--- config.mk ---
export PLATFORM = sky130hd
export DESIGN_NAME = block_cache_lru_directory_top
export DESIGN_NICKNAME = d
export VERILOG_FILES = /design/src/rtl/core/bcld_pkg.sv /design/src/rtl/core/bcld_datapath.sv /design/src/rtl/core/bcld_controller.sv /design/src/rtl/core/block_cache_lru_directory_top.sv
export SDC_FILE = /design/constraint.sdc
export NUM_CORES = 2
export LEC_CHECK = 0
export BUFFER_PORTS_ARGS = -buffer_cell sky130_fd_sc_hd__buf_2
export CORE_ASPECT_RATIO = 1.1
export CORE_MARGIN = 5
export CORE_UTILIZATION = 45
export CTS_CLUSTER_DIAMETER = 200
export DETAILED_ROUTE_END_ITERATION = 12
export PLACE_DENSITY_LB_ADDON = 0.2
export SLEW_MARGIN = 5
export SYNTH_ARGS = -nofsm -noshare
export SYNTH_HDL_FRONTEND = slang
export SYNTH_HIERARCHICAL = 1
export SYNTH_SLANG_ARGS = --single-unit
--- constraint.sdc ---
create_clock -name clk -period 10.32 [get_ports clk]
set_input_delay 0.516 -clock clk [delete_from_list [all_inputs] [get_ports clk]]
set_output_delay 0.516 -clock clk [all_outputs]
set_load 0.05 [all_outputs]
--- src/rtl/core/bcld_pkg.sv ---
`default_nettype none
package bcld_pkg;
  localparam int ENTRIES = 32;
  localparam int IDX_W = $clog2(ENTRIES);
  localparam int CNT_W = $clog2(ENTRIES + 1);
  localparam logic [7:0] NODEV = 8'd255;

  localparam logic [2:0] REQ_GET   = 3'd0;
  localparam logic [2:0] REQ_PUT   = 3'd1;
  localparam logic [2:0] REQ_DIRTY = 3'd2;
  localparam logic [2:0] REQ_SYNC  = 3'd3;
  localparam logic [2:0] REQ_PURGE = 3'd4;

  localparam logic [2:0] KIND_DONE    = 3'd0;
  localparam logic [2:0] KIND_WB      = 3'd1;
  localparam logic [2:0] KIND_READ    = 3'd2;
  localparam logic [2:0] KIND_NOFREE  = 3'd3;
  localparam logic [2:0] KIND_NOTHELD = 3'd4;

  localparam logic [1:0] MODE_ALWAYS = 2'd0;
  localparam logic [1:0] MODE_SANE   = 2'd1;

  typedef enum logic [3:0] {
    OP_NONE, OP_LATCH, OP_HSTEP, OP_HHIT, OP_VINIT, OP_VSTEP, OP_VWB, OP_VFILL,
    OP_NOFREE, OP_PLACE0, OP_PLACE1, OP_PUT, OP_SSTEP, OP_SEND, OP_PCLR, OP_ISTEP
  } op_t;

  typedef struct packed {
    op_t op;
  } cmd_t;

  typedef struct packed {
    logic [2:0] req_type;
    logic       hmatch;
    logic       free;
    logic       dirty;
    logic       pmatch;
    logic       i_last;
    logic       i_end;
  } status_t;
endpackage
`default_nettype wire

--- src/rtl/core/bcld_datapath.sv ---
`default_nettype none
module bcld_datapath (
  input  wire logic            clk,
  input  wire logic            rst,
  input  wire bcld_pkg::cmd_t  cmd,
  output bcld_pkg::status_t    status,
  input  wire logic            cfg_we,
  input  wire logic [1:0]      cfg_wdata,
  input  wire logic [2:0]      req_type,
  input  wire logic [7:0]      req_device,
  input  wire logic [31:0]     req_block,
  input  wire logic [4:0]      req_entry,
  input  wire logic            important,
  output logic                 result_strobe,
  output logic [2:0]           kind,
  output logic [4:0]           result_entry,
  output logic [7:0]           cmd_device,
  output logic [31:0]          cmd_block,
  output logic                 hit,
  output logic                 last
);
  import bcld_pkg::*;

  logic [7:0]       tag_dev [ENTRIES];
  logic [31:0]      tag_blk [ENTRIES];
  logic [7:0]       use_cnt [ENTRIES];
  logic             dirty   [ENTRIES];
  logic [IDX_W-1:0] older   [ENTRIES];
  logic [IDX_W-1:0] newer   [ENTRIES];
  logic [IDX_W-1:0] oldest;
  logic [1:0]       robust_mode;

  logic [2:0]       r_type;
  logic [7:0]       r_dev;
  logic [31:0]      r_blk;
  logic [4:0]       r_ent;
  logic             r_imp;
  logic [IDX_W-1:0] p;
  logic [IDX_W-1:0] e;
  logic [IDX_W-1:0] pend;
  logic             pend_ok;
  logic [CNT_W-1:0] i;

  logic [IDX_W-1:0] ii;
  logic [IDX_W-1:0] ent_ix;
  logic             ent_ok;
  logic [7:0]       cnt_dec;
  logic             put_wb;
  logic [IDX_W-1:0] o2;

  assign ii      = i[IDX_W-1:0];
  assign ent_ix  = r_ent[IDX_W-1:0];
  assign ent_ok  = ({1'b0, r_ent} < 6'(ENTRIES)) && (use_cnt[ent_ix] != 8'd0);
  assign cnt_dec = use_cnt[ent_ix] - 8'd1;
  assign put_wb  = (cnt_dec == 8'd0) && dirty[ent_ix] &&
                   ((robust_mode == MODE_ALWAYS) || ((robust_mode == MODE_SANE) && r_imp));
  assign o2      = older[oldest];

  always_comb begin
    status.req_type = r_type;
    status.hmatch   = (tag_dev[p] == r_dev) && (tag_blk[p] == r_blk);
    status.free     = (use_cnt[p] == 8'd0);
    status.dirty    = dirty[p];
    status.pmatch   = (tag_dev[ii] == r_dev);
    status.i_last   = (i == CNT_W'(ENTRIES - 1));
    status.i_end    = (i == CNT_W'(ENTRIES));
  end

  always_ff @(posedge clk) begin
    result_strobe <= 1'b0;
    if (rst) begin
      robust_mode <= MODE_SANE;
      oldest <= '0;
      for (int k = 0; k < ENTRIES; k++) begin
        tag_dev[k] <= NODEV;
        tag_blk[k] <= '0;
        use_cnt[k] <= '0;
        dirty[k]   <= 1'b0;
        older[k]   <= IDX_W'((k + ENTRIES - 1) % ENTRIES);
        newer[k]   <= IDX_W'((k + 1) % ENTRIES);
      end
    end else begin
      if (cfg_we) robust_mode <= cfg_wdata;
      unique case (cmd.op)
        OP_LATCH: begin
          r_type <= req_type; r_dev <= req_device; r_blk <= req_block;
          r_ent <= req_entry; r_imp <= important;
          p <= older[oldest]; i <= '0; pend_ok <= 1'b0;
        end
        OP_HSTEP: begin
          p <= older[p]; i <= i + CNT_W'(1);
        end
        OP_HHIT: begin
          if (use_cnt[p] != 8'd255) use_cnt[p] <= use_cnt[p] + 8'd1;
          e <= p;
          result_strobe <= 1'b1; kind <= KIND_DONE; result_entry <= 5'(p);
          cmd_device <= NODEV; cmd_block <= '0; hit <= 1'b1; last <= 1'b1;
        end
        OP_VINIT: begin
          p <= oldest; i <= '0;
        end
        OP_VSTEP: begin
          p <= newer[p]; i <= i + CNT_W'(1);
        end
        OP_VWB: begin
          dirty[p] <= 1'b0;
          result_strobe <= 1'b1; kind <= KIND_WB; result_entry <= 5'(p);
          cmd_device <= tag_dev[p]; cmd_block <= tag_blk[p]; hit <= 1'b0; last <= 1'b0;
        end
        OP_VFILL: begin
          tag_dev[p] <= r_dev; tag_blk[p] <= r_blk; use_cnt[p] <= 8'd1;
          dirty[p] <= 1'b0; e <= p;
          result_strobe <= 1'b1; kind <= KIND_READ; result_entry <= 5'(p);
          cmd_device <= r_dev; cmd_block <= r_blk; hit <= 1'b0; last <= 1'b1;
        end
        OP_NOFREE: begin
          result_strobe <= 1'b1; kind <= KIND_NOFREE; result_entry <= '0;
          cmd_device <= NODEV; cmd_block <= '0; hit <= 1'b0; last <= 1'b1;
        end
        OP_PLACE0: begin
          if (e == oldest) oldest <= newer[e];
          newer[older[e]] <= newer[e];
          older[newer[e]] <= older[e];
        end
        OP_PLACE1: begin
          older[e] <= o2;
          newer[e] <= oldest;
          older[oldest] <= e;
          newer[o2] <= e;
          if (r_type == REQ_PURGE) oldest <= e;
          i <= i + CNT_W'(1);
        end
        OP_PUT: begin
          result_strobe <= 1'b1; hit <= 1'b0; last <= 1'b1;
          result_entry <= r_ent; cmd_device <= NODEV; cmd_block <= '0;
          if (!ent_ok) begin
            kind <= KIND_NOTHELD;
          end else if (r_type == REQ_DIRTY) begin
            dirty[ent_ix] <= 1'b1; kind <= KIND_DONE;
          end else begin
            use_cnt[ent_ix] <= cnt_dec;
            if (put_wb) begin
              dirty[ent_ix] <= 1'b0; kind <= KIND_WB;
              cmd_device <= tag_dev[ent_ix]; cmd_block <= tag_blk[ent_ix];
            end else begin
              kind <= KIND_DONE;
            end
          end
        end
        OP_SSTEP: begin
          if (status.pmatch && dirty[ii]) begin
            dirty[ii] <= 1'b0;
            if (pend_ok) begin
              result_strobe <= 1'b1; kind <= KIND_WB; result_entry <= 5'(pend);
              cmd_device <= tag_dev[pend]; cmd_block <= tag_blk[pend];
              hit <= 1'b0; last <= 1'b0;
            end
            pend <= ii; pend_ok <= 1'b1;
          end
          i <= i + CNT_W'(1);
        end
        OP_SEND: begin
          result_strobe <= 1'b1; hit <= 1'b0; last <= 1'b1;
          if (pend_ok) begin
            kind <= KIND_WB; result_entry <= 5'(pend);
            cmd_device <= tag_dev[pend]; cmd_block <= tag_blk[pend];
          end else begin
            kind <= KIND_DONE; result_entry <= '0;
            cmd_device <= NODEV; cmd_block <= '0;
          end
        end
        OP_PCLR: begin
          tag_dev[ii] <= NODEV; tag_blk[ii] <= '0; use_cnt[ii] <= '0;
          dirty[ii] <= 1'b0; e <= ii;
        end
        OP_ISTEP: begin
          i <= i + CNT_W'(1);
        end
        OP_NONE: begin
        end
        default: begin
        end
      endcase
    end
  end
endmodule
`default_nettype wire

--- src/rtl/core/bcld_controller.sv ---
`default_nettype none
module bcld_controller (
  input  wire logic              clk,
  input  wire logic              rst,
  input  wire logic              start,
  output logic                   busy,
  input  wire bcld_pkg::status_t status,
  output bcld_pkg::cmd_t         cmd
);
  import bcld_pkg::*;

  typedef enum logic [12:0] {
    S_IDLE   = 13'b0000000000001,
    S_DISP   = 13'b0000000000010,
    S_HSCAN  = 13'b0000000000100,
    S_VINIT  = 13'b0000000001000,
    S_VSCAN  = 13'b0000000010000,
    S_VFILL  = 13'b0000000100000,
    S_NOFREE = 13'b0000001000000,
    S_PLACE0 = 13'b0000010000000,
    S_PLACE1 = 13'b0000100000000,
    S_PUT    = 13'b0001000000000,
    S_SSCAN  = 13'b0010000000000,
    S_PSCAN  = 13'b0100000000000,
    S_DONE   = 13'b1000000000000
  } state_t;

  state_t state, state_next;

  assign busy = (state != S_IDLE);

  always_comb begin
    state_next = state;
    cmd.op = OP_NONE;
    unique case (state)
      S_IDLE: if (start) begin
        cmd.op = OP_LATCH; state_next = S_DISP;
      end
      S_DISP: begin
        case (status.req_type)
          REQ_GET: state_next = S_HSCAN;
          REQ_PUT, REQ_DIRTY: state_next = S_PUT;
          REQ_SYNC: state_next = S_SSCAN;
          REQ_PURGE: state_next = S_PSCAN;
          default: state_next = S_DONE;
        endcase
      end
      S_HSCAN: begin
        if (status.hmatch) begin
          cmd.op = OP_HHIT; state_next = S_PLACE0;
        end else begin
          cmd.op = OP_HSTEP;
          if (status.i_last) state_next = S_VINIT;
        end
      end
      S_VINIT: begin
        cmd.op = OP_VINIT; state_next = S_VSCAN;
      end
      S_VSCAN: begin
        if (status.free) begin
          if (status.dirty) begin
            cmd.op = OP_VWB; state_next = S_VFILL;
          end else begin
            cmd.op = OP_VFILL; state_next = S_PLACE0;
          end
        end else begin
          cmd.op = OP_VSTEP;
          if (status.i_last) state_next = S_NOFREE;
        end
      end
      S_VFILL: begin
        cmd.op = OP_VFILL; state_next = S_PLACE0;
      end
      S_NOFREE: begin
        cmd.op = OP_NOFREE; state_next = S_IDLE;
      end
      S_PLACE0: begin
        cmd.op = OP_PLACE0; state_next = S_PLACE1;
      end
      S_PLACE1: begin
        cmd.op = OP_PLACE1;
        state_next = (status.req_type == REQ_PURGE) ? S_PSCAN : S_IDLE;
      end
      S_PUT: begin
        cmd.op = OP_PUT; state_next = S_IDLE;
      end
      S_SSCAN: begin
        if (status.i_end) begin
          cmd.op = OP_SEND; state_next = S_IDLE;
        end else begin
          cmd.op = OP_SSTEP;
        end
      end
      S_PSCAN: begin
        if (status.i_end) begin
          state_next = S_DONE;
        end else if (status.pmatch) begin
          cmd.op = OP_PCLR; state_next = S_PLACE0;
        end else begin
          cmd.op = OP_ISTEP;
        end
      end
      S_DONE: begin
        cmd.op = OP_SEND; state_next = S_IDLE;
      end
      default: state_next = S_IDLE;
    endcase
  end

  always_ff @(posedge clk) begin
    if (rst) state <= S_IDLE;
    else state <= state_next;
  end
endmodule
`default_nettype wire

--- src/rtl/core/block_cache_lru_directory_top.sv ---
`default_nettype none
// Put and mark dirty are latched, dispatched and answered from the put state; get time is
// set by the walk of the LRU chain, one entry per cycle for lookup and again for the victim.
// Sync and purge sweep the entries in index order, one per cycle save where purge clears a match.
// Throughput: one transaction at a time; busy stays high until the directory update ends.
// Reset: synchronous rst restores empty tags, clean zero counts and the index-ordered LRU ring.
// Results are strobed for one cycle each; the receiver cannot stall.
module block_cache_lru_directory_top (
  input  wire logic        clk,
  input  wire logic        rst,
  input  wire logic        start,
  output logic             busy,
  input  wire logic        cfg_we,
  input  wire logic [1:0]  cfg_wdata,
  input  wire logic [2:0]  req_type,
  input  wire logic [7:0]  req_device,
  input  wire logic [31:0] req_block,
  input  wire logic [4:0]  req_entry,
  input  wire logic        important,
  output logic             result_strobe,
  output logic [2:0]       kind,
  output logic [4:0]       result_entry,
  output logic [7:0]       cmd_device,
  output logic [31:0]      cmd_block,
  output logic             hit,
  output logic             last
);
  import bcld_pkg::*;

  // The controller sequences each transaction; the datapath owns the directory arrays.
  cmd_t    cmd;
  status_t status;

  bcld_controller u_ctrl (
    .clk(clk), .rst(rst), .start(start), .busy(busy), .status(status), .cmd(cmd)
  );

  bcld_datapath u_dp (
    .clk(clk), .rst(rst), .cmd(cmd), .status(status),
    .cfg_we(cfg_we), .cfg_wdata(cfg_wdata),
    .req_type(req_type), .req_device(req_device), .req_block(req_block),
    .req_entry(req_entry), .important(important),
    .result_strobe(result_strobe), .kind(kind), .result_entry(result_entry),
    .cmd_device(cmd_device), .cmd_block(cmd_block), .hit(hit), .last(last)
  );

  // A result is always produced by work started in an earlier busy cycle.
  a_strobe_busy: assert property (@(posedge clk) disable iff (rst)
    result_strobe |-> $past(busy)) else $error("result without a transaction");

  // An accepted transaction makes the block busy on the next cycle.
  a_accept_busy: assert property (@(posedge clk) disable iff (rst)
    (start && !busy) |=> busy) else $error("accepted transaction not started");

  // Only a get hit reports hit, and it is always a done result.
  a_hit_done: assert property (@(posedge clk) disable iff (rst)
    (result_strobe && hit) |-> (kind == KIND_DONE && last)) else $error("bad hit result");

  // A real device only appears on transfer commands.
  a_cmd_dev: assert property (@(posedge clk) disable iff (rst)
    (result_strobe && kind != KIND_WB && kind != KIND_READ) |-> (cmd_device == NODEV))
    else $error("device on a non-command result");
endmodule
`default_nettype wire
# Word-level counts from Yosys, hierarchy flattened
# Memory sizes are Yosys's and may differ from the RTL's. A register that Yosys moved wholly into a read port is not among the register bits.
# Index checks and enable logic that the tools add are counted.
# word_totals
ff_bits	142
mem_count	6
elab_cells	314
inputBits	55
output_inout_bits	52
ram_bits	1888
# memory_table
name	words	width	rd	rd_clocked_by_memory_dff	write_ports	line_no	text
u_dp.tag_blk	32	32	3	3	32	bcld_datapath.sv:25	logic [31:0] tag_blk [ENTRIES];
u_dp.tag_dev	32	8	4	4	32	bcld_datapath.sv:24	logic [7:0] tag_dev [ENTRIES];
u_dp.use_cnt	32	8	2	2	32	bcld_datapath.sv:26	logic [7:0] use_cnt [ENTRIES];
u_dp.newer	32	5	2	2	32	bcld_datapath.sv:29	logic [IDX_W-1:0] newer [ENTRIES];
u_dp.older	32	5	3	3	32	bcld_datapath.sv:28	logic [IDX_W-1:0] older [ENTRIES];
u_dp.dirty	32	1	3	3	32	bcld_datapath.sv:27	logic dirty [ENTRIES];
# classes
muxes	171
reduce_logical	59
addsub	3
bitwise	5
eq_ne	50
# ops
cell	count
two-way mux 32 bit	8
two-way mux 5 bit	45
one-hot mux 32 bit (6 select lines)	1
one-hot mux 13 bit (10 select lines)	1
two-way mux 13 bit	8
two-way mux 8 bit	13
two-way mux 1 bit	75
OR reduction 32 bit	2
one-hot mux 13 bit (4 select lines)	1
one-hot mux 4 bit (12 select lines)	1
one-hot mux 8 bit (6 select lines)	1
OR reduction 5 bit	9
OR reduction 8 bit	5
equality test 32 bit	1
equality test 4 bit, second input constant	8
one-hot mux 5 bit (5 select lines)	1
one-hot mux 3 bit (7 select lines)	1
one-hot mux 5 bit (2 select lines)	2
one-hot mux 5 bit (4 select lines)	1
AND reduction 4 bit	5
equality test 4 x 3 -> 1 bit, second input constant	4
equality test 8 bit	2
logical NOT 8 bit	2
equality test 13 x 1 -> 1 bit, second input constant	1
57 further kinds	90

# Logic depth before layout (Yosys ltp)
# logic_depth
ltp_word	14
mapped_depth	30
mapped_depth_nobuf	21

# Hierarchy
# The synthesis kept the hierarchy.
# by_module_without_submodules
mod	instances	area_each_um2	cells_each	seq_area_each_um2
bcld_datapath	1	121504.0	8352	61088.6
bcld_controller	1	1013.5	135	260.2

# Worst setup path after synthesis
# OpenSTA, ideal clock, no wires.
# synth_timing
path_type	reg2reg
from	register with a tool-made name
to	register u_dp.cmd_block[0] (enable)
n_path_buf	8
path_stages_with_launch	21
path_slack_ns	0.702
required_time_ns	9.783
synth_period_minus_slack_ns	9.618
t_arrival_ns	9.081
setup_ns	0.537
cell_sequence	dfxtp_1 -> clkbuf_1 -> buf_2 -> buf_2 -> buf_2 -> clkbuf_1 -> buf_1 -> mux4_2 -> mux4_2 -> mux2i_1 -> xnor2_1 -> nor4_1 -> nand4_1 -> nor4_1 -> inv_1 -> o21ai_0 -> or4_1 -> clkbuf_1 -> clkbuf_1 -> a21oi_1 -> nor4_1
# synth_lines
element	line_no	text
end signal, assigned	bcld_datapath.sv:144	cmd_device <= tag_dev[ent_ix]; cmd_block <= tag_blk[ent_ix];
end signal, assigned	bcld_datapath.sv:155	cmd_device <= tag_dev[pend]; cmd_block <= tag_blk[pend];
end signal, assigned	bcld_datapath.sv:166	cmd_device <= tag_dev[pend]; cmd_block <= tag_blk[pend];
end, declared	bcld_datapath.sv:18	output logic [31:0] cmd_block,

==> results.txt <==
----------------------------------------------------
[Timing]
  Final hold slack ... 0.1183 ns
  Worst slew margin relative to its limit ... 11.43%
  Tcrit/Tclk final ... 93.84%
  Hold Fails Final Rpt ... 0
  Unrepaired setup endpoints after global routing ... false
  Clock skew after layout ... 0.03360 ns
  Least-Margin Pin Slew ... 1.329 ns
  Fin. max-slew vios ... 0
  Post-layout minimum cycle time ... 9.685 ns
  Timing-limited maximum frequency ... 103.3 MHz
  Sum of negative setup slack ... 0 ns
  Setup violation total in the final timing report ... 0

[Setup path]
  Critical path fanouts, max ... 42
  Data required time at the worst endpoint ... 10.97 ns
  Critical Path End Type ... register
  Arrival time at the worst endpoint ... 10.33 ns
  CP startpoint kind ... register
  Crit Path Class ... reg2reg

[Pwr]
  Reported leakage power ... 43.72 nW
  Portion of total power attributed to sequential cells ... 47.4%
  Pint ... 15.11 mW
  Comb pwr share ... 12.9%
  Switching portion of total power ... 26.04%
  Switching Power ... 5.320 mW
  Cell area power density ... 150.6 nW/um^2
  Worst IR drop on VDD ... 0.0001889 V
  Clk pwr share ... 39.7%

[CTS]
  Clock input transition at the sequential cells of the worst setup and hold paths ... 0.06 ns
  Post-CTS setup buffer count ... 0
  Number of buffers created by CTS ... 225
  Clock Sink Count ... 2060
  Total number of H-tree levels ... 4
  CTS Buffer Depth ... 3
  Post-cts gate resize count ... 0
  Source-to-sink clock delay at the later pin of the worst-skew pair ... 0.90 ns
  Clock root buffer master ... sky130_fd_sc_hd__clkbuf_16
  TritonCTS clock tree ... built

[Flow run]
  Number of max-cap violations ... 0

[Place]
  Count of input and output buffers ... 106
  Dpl cell area ... 127800 sq um
  Post-placement cell count ... 11670
  Weighted congestion reported at the end of routability-driven placement ... 0.9278
  Detail Placement HPWL ... 283600 um

[Yosys]
  Cell area after synthesis ... 122500 sq um
  Most used DFF post-synth ... sky130_fd_sc_hd__edfxtp_1
  Post-synth cell types ... 103
  Syn. warnings ... 6
  Gate count after technology mapping ... 8487
  Synthesized netlist net count ... 8548
  Post-synth EDFFs ... 2009
  Sequential cell area fraction in the yosys report ... 50.07%
  Avg Inst Size Synth ... 14.44 sq um
  Asr flop ratio synth ... 0%
  FF+latch count, synth ... 2060

[Die]
  Die area ... 282800 sq um
  Placeable core area ... 271900 sq um
  Initial core utilization ... 45.07%
  Die boundary width ... 507.5 um
  Die Y ... 557.3 um
  FP Rows ... 201
  Count of pins on the block boundary ... 107

[Routing]
  Number of nets with antenna violations after routing ... 0
  Number of iterations in the first detailed-routing pass ... 6
  Post-detailed-route DRC marker count ... 0
  Via count of the routed design ... 86920
  Total detailed-routing wirelength ... 460700 um
  Violation count after the first detailed-routing iteration ... 13620
  Routed wire length per instance ... 37.93 um
  Via density ... 7.156

[Global route]
  Via count of the first global-routing pass ... 85550
  GRT Total Usage ... 32.13%
  Pin count of the biggest net entering global routing ... 131
  Initial antenna violation count ... 11
  First-pass GRT wire length ... 646700 um
  Residual overflow from global routing ... 0

[Final layout]
  Post-route non-filler standard cell count ... 12150
  Post-route cell area ... 135700 sq um
  Post-layout net count ... 8356
  Syn-to-layout area delta ... 10.72%
  Most common library cell in the layout ignoring fill and taps ... sky130_fd_sc_hd__edfxtp_1
  Commonest non-fill, non-tap cells in the layout ... 2009 x sky130_fd_sc_hd__edfxtp_1, 1676 x sky130_fd_sc_hd__mux4_2, 1585 x sky130_fd_sc_hd__nor2_1
  Layout cells sized above 1 ... 31.35%

[Worst hold path]
  Class of the most critical hold timing path ... in2reg
  Startpoint of the most critical hold path ... rst

[Outcome]
  Outcome ... finished clean

----------------------------------------------------
-- power groups by stage --
stage	clock network [mW]	registers (mW)	logic [mW]
floorplan	0	9.67	1.82
global placement	0	9.82	2.57
detailed placement	0	9.84	2.58
CTS	8.19	9.67	2.61
global route	8.54	9.70	2.72
finish	8.11	9.68	2.64
-- per-layer routing --
layer  part of all wire [%]  global-route usage [%]  vias to the layer above  wire length (um)
met5                 0.0054                       0                        -                25
met4                    7.0                   18.46                        4             32350
met3                     13                   8.289                     1552             60080
met2                     46                   49.73                     7115            211400
met1                     34                   41.35                    44690            156800
li1                       -                       -                    33560                 -
-- final cells by class --
cell class | count | area [sq um]
fill | 22870 | 136200
sequential | 2060 | 61420
multi-input combinational | 5497 | 58170
clock buffer | 287 | 6041
tap | 3654 | 4572
timing repair buffer | 441 | 3916
clock inverter | 133 | 1256
inverter | 70 | 277.8
antenna | 4 | 10.01
-- final timing paths --
kind	end	slack, ns	depth (start not counted)
max	u_dp/older[29][0]	0.64	23
min	u_ctrl/state[12]	0.12	2
max reg2reg	u_dp/older[29][0]	0.64	23
min reg2reg	u_ctrl/state[8]	0.60	1
-- registers in the layout, summed over array words and instances, names as in the netlist, 2 cells and up, named ones only --
signal	count
u_dp/r_blk	32
u_dp/r_dev	8
u_dp/p	5
u_dp/ent_ix	5
u_dp/oldest	5
u_dp/robust_mode	2
u_dp/cmd_block	32
u_dp/i	6
u_dp/pend	5
u_dp/result_entry	5
u_dp/tag_blk	1024
u_dp/e	5
u_dp/older	160
u_dp/dirty	32
u_dp/kind	3
u_dp/tag_dev	256
u_ctrl/state	13
u_dp/use_cnt	256
u_dp/cmd_device	8
u_dp/newer	160
u_dp/r_type	3
-- repair_timing --
action / in CTS / in global routing
setup endpoints to repair: 0 / 0
hold endpoints to repair: 56 / 0
hold buffers: 53 / 0
-- worst max-delay path: stages, from the launching register on --
cell and delay [ns]:
sky130_fd_sc_hd__dfxtp_4 1.06, sky130_fd_sc_hd__buf_12 0.40, sky130_fd_sc_hd__buf_4 0.26, sky130_fd_sc_hd__mux4_2 0.52, sky130_fd_sc_hd__mux4_2 0.49, sky130_fd_sc_hd__mux2i_1 0.26
sky130_fd_sc_hd__xnor2_1 0.17, sky130_fd_sc_hd__nor4_1 0.71, sky130_fd_sc_hd__nand4_1 0.39, sky130_fd_sc_hd__nor4_2 0.92, sky130_fd_sc_hd__buf_4 0.30, sky130_fd_sc_hd__inv_1 0.05
sky130_fd_sc_hd__o21ai_0 0.14, sky130_fd_sc_hd__or4_1 0.17, sky130_fd_sc_hd__buf_4 0.27, sky130_fd_sc_hd__nor2b_1 0.15, sky130_fd_sc_hd__and2_1 0.32, sky130_fd_sc_hd__nand2_1 0.26
sky130_fd_sc_hd__buf_4 0.34, sky130_fd_sc_hd__nor2_1 0.12, sky130_fd_sc_hd__nor3_1 0.62, sky130_fd_sc_hd__and2_0 0.55, sky130_fd_sc_hd__nand2_1 0.41, sky130_fd_sc_hd__o31ai_1 0.46
-- Yosys cell counts (all sizes together), types with 32 or more instances --
cell | count | area share [%]
or3 | 36 | 0.18
nor2 | 1612 | 4.9
a21boi | 34 | 0.21
xnor2 | 53 | 0.38
nor2b | 32 | 0.16
buf | 208 | 0.80
clkbuf | 651 | 2.0
o211ai | 64 | 0.39
mux2i | 158 | 1.3
a21oi | 56 | 0.23
inv | 65 | 0.20
o31ai | 72 | 0.46
o22ai | 53 | 0.27
a31oi | 87 | 0.46
nand2 | 729 | 2.2
nand3 | 79 | 0.32
nor3 | 89 | 0.39
o21ai | 163 | 0.67
mux2 | 67 | 0.62
edfxtp | 2009 | 49
a22oi | 117 | 0.72
dfxtp | 51 | 0.83
mux4 | 1676 | 31
-- logic make-up (layout without fill, tap and decap cells) --
group / after synthesis / count (layout) / share of synthesized area, %
adders and majority gates: 6 / 6 / 0.06127
buffers and inverters: 930 / 931 / 3.017
muxes: 1901 / 1901 / 32.73
xor gates and xnor gates: 73 / 73 / 0.5219
DFF: 2060 / 2060 / 50.07
and+or+nand+nor: 2748 / 2748 / 9.213
AOI/OAI and AO/OA: 769 / 769 / 4.385
other: 0 / 4 / 0
-- stage by stage --
step | total power, mW | util [%] | setup slack [ns]
after floorplan | 11.49 | - | 0.7023
after global placement | 12.40 | 47.02 | 1.032
after global routing | 20.96 | 49.90 | 0.3042
after detailed placement | 12.43 | 47.02 | 0.9962
after CTS | 20.47 | 49.89 | 0.9408
final | 20.43 | 49.90 | 0.6355
Note: power is estimated with default switching activity, not from simulation.
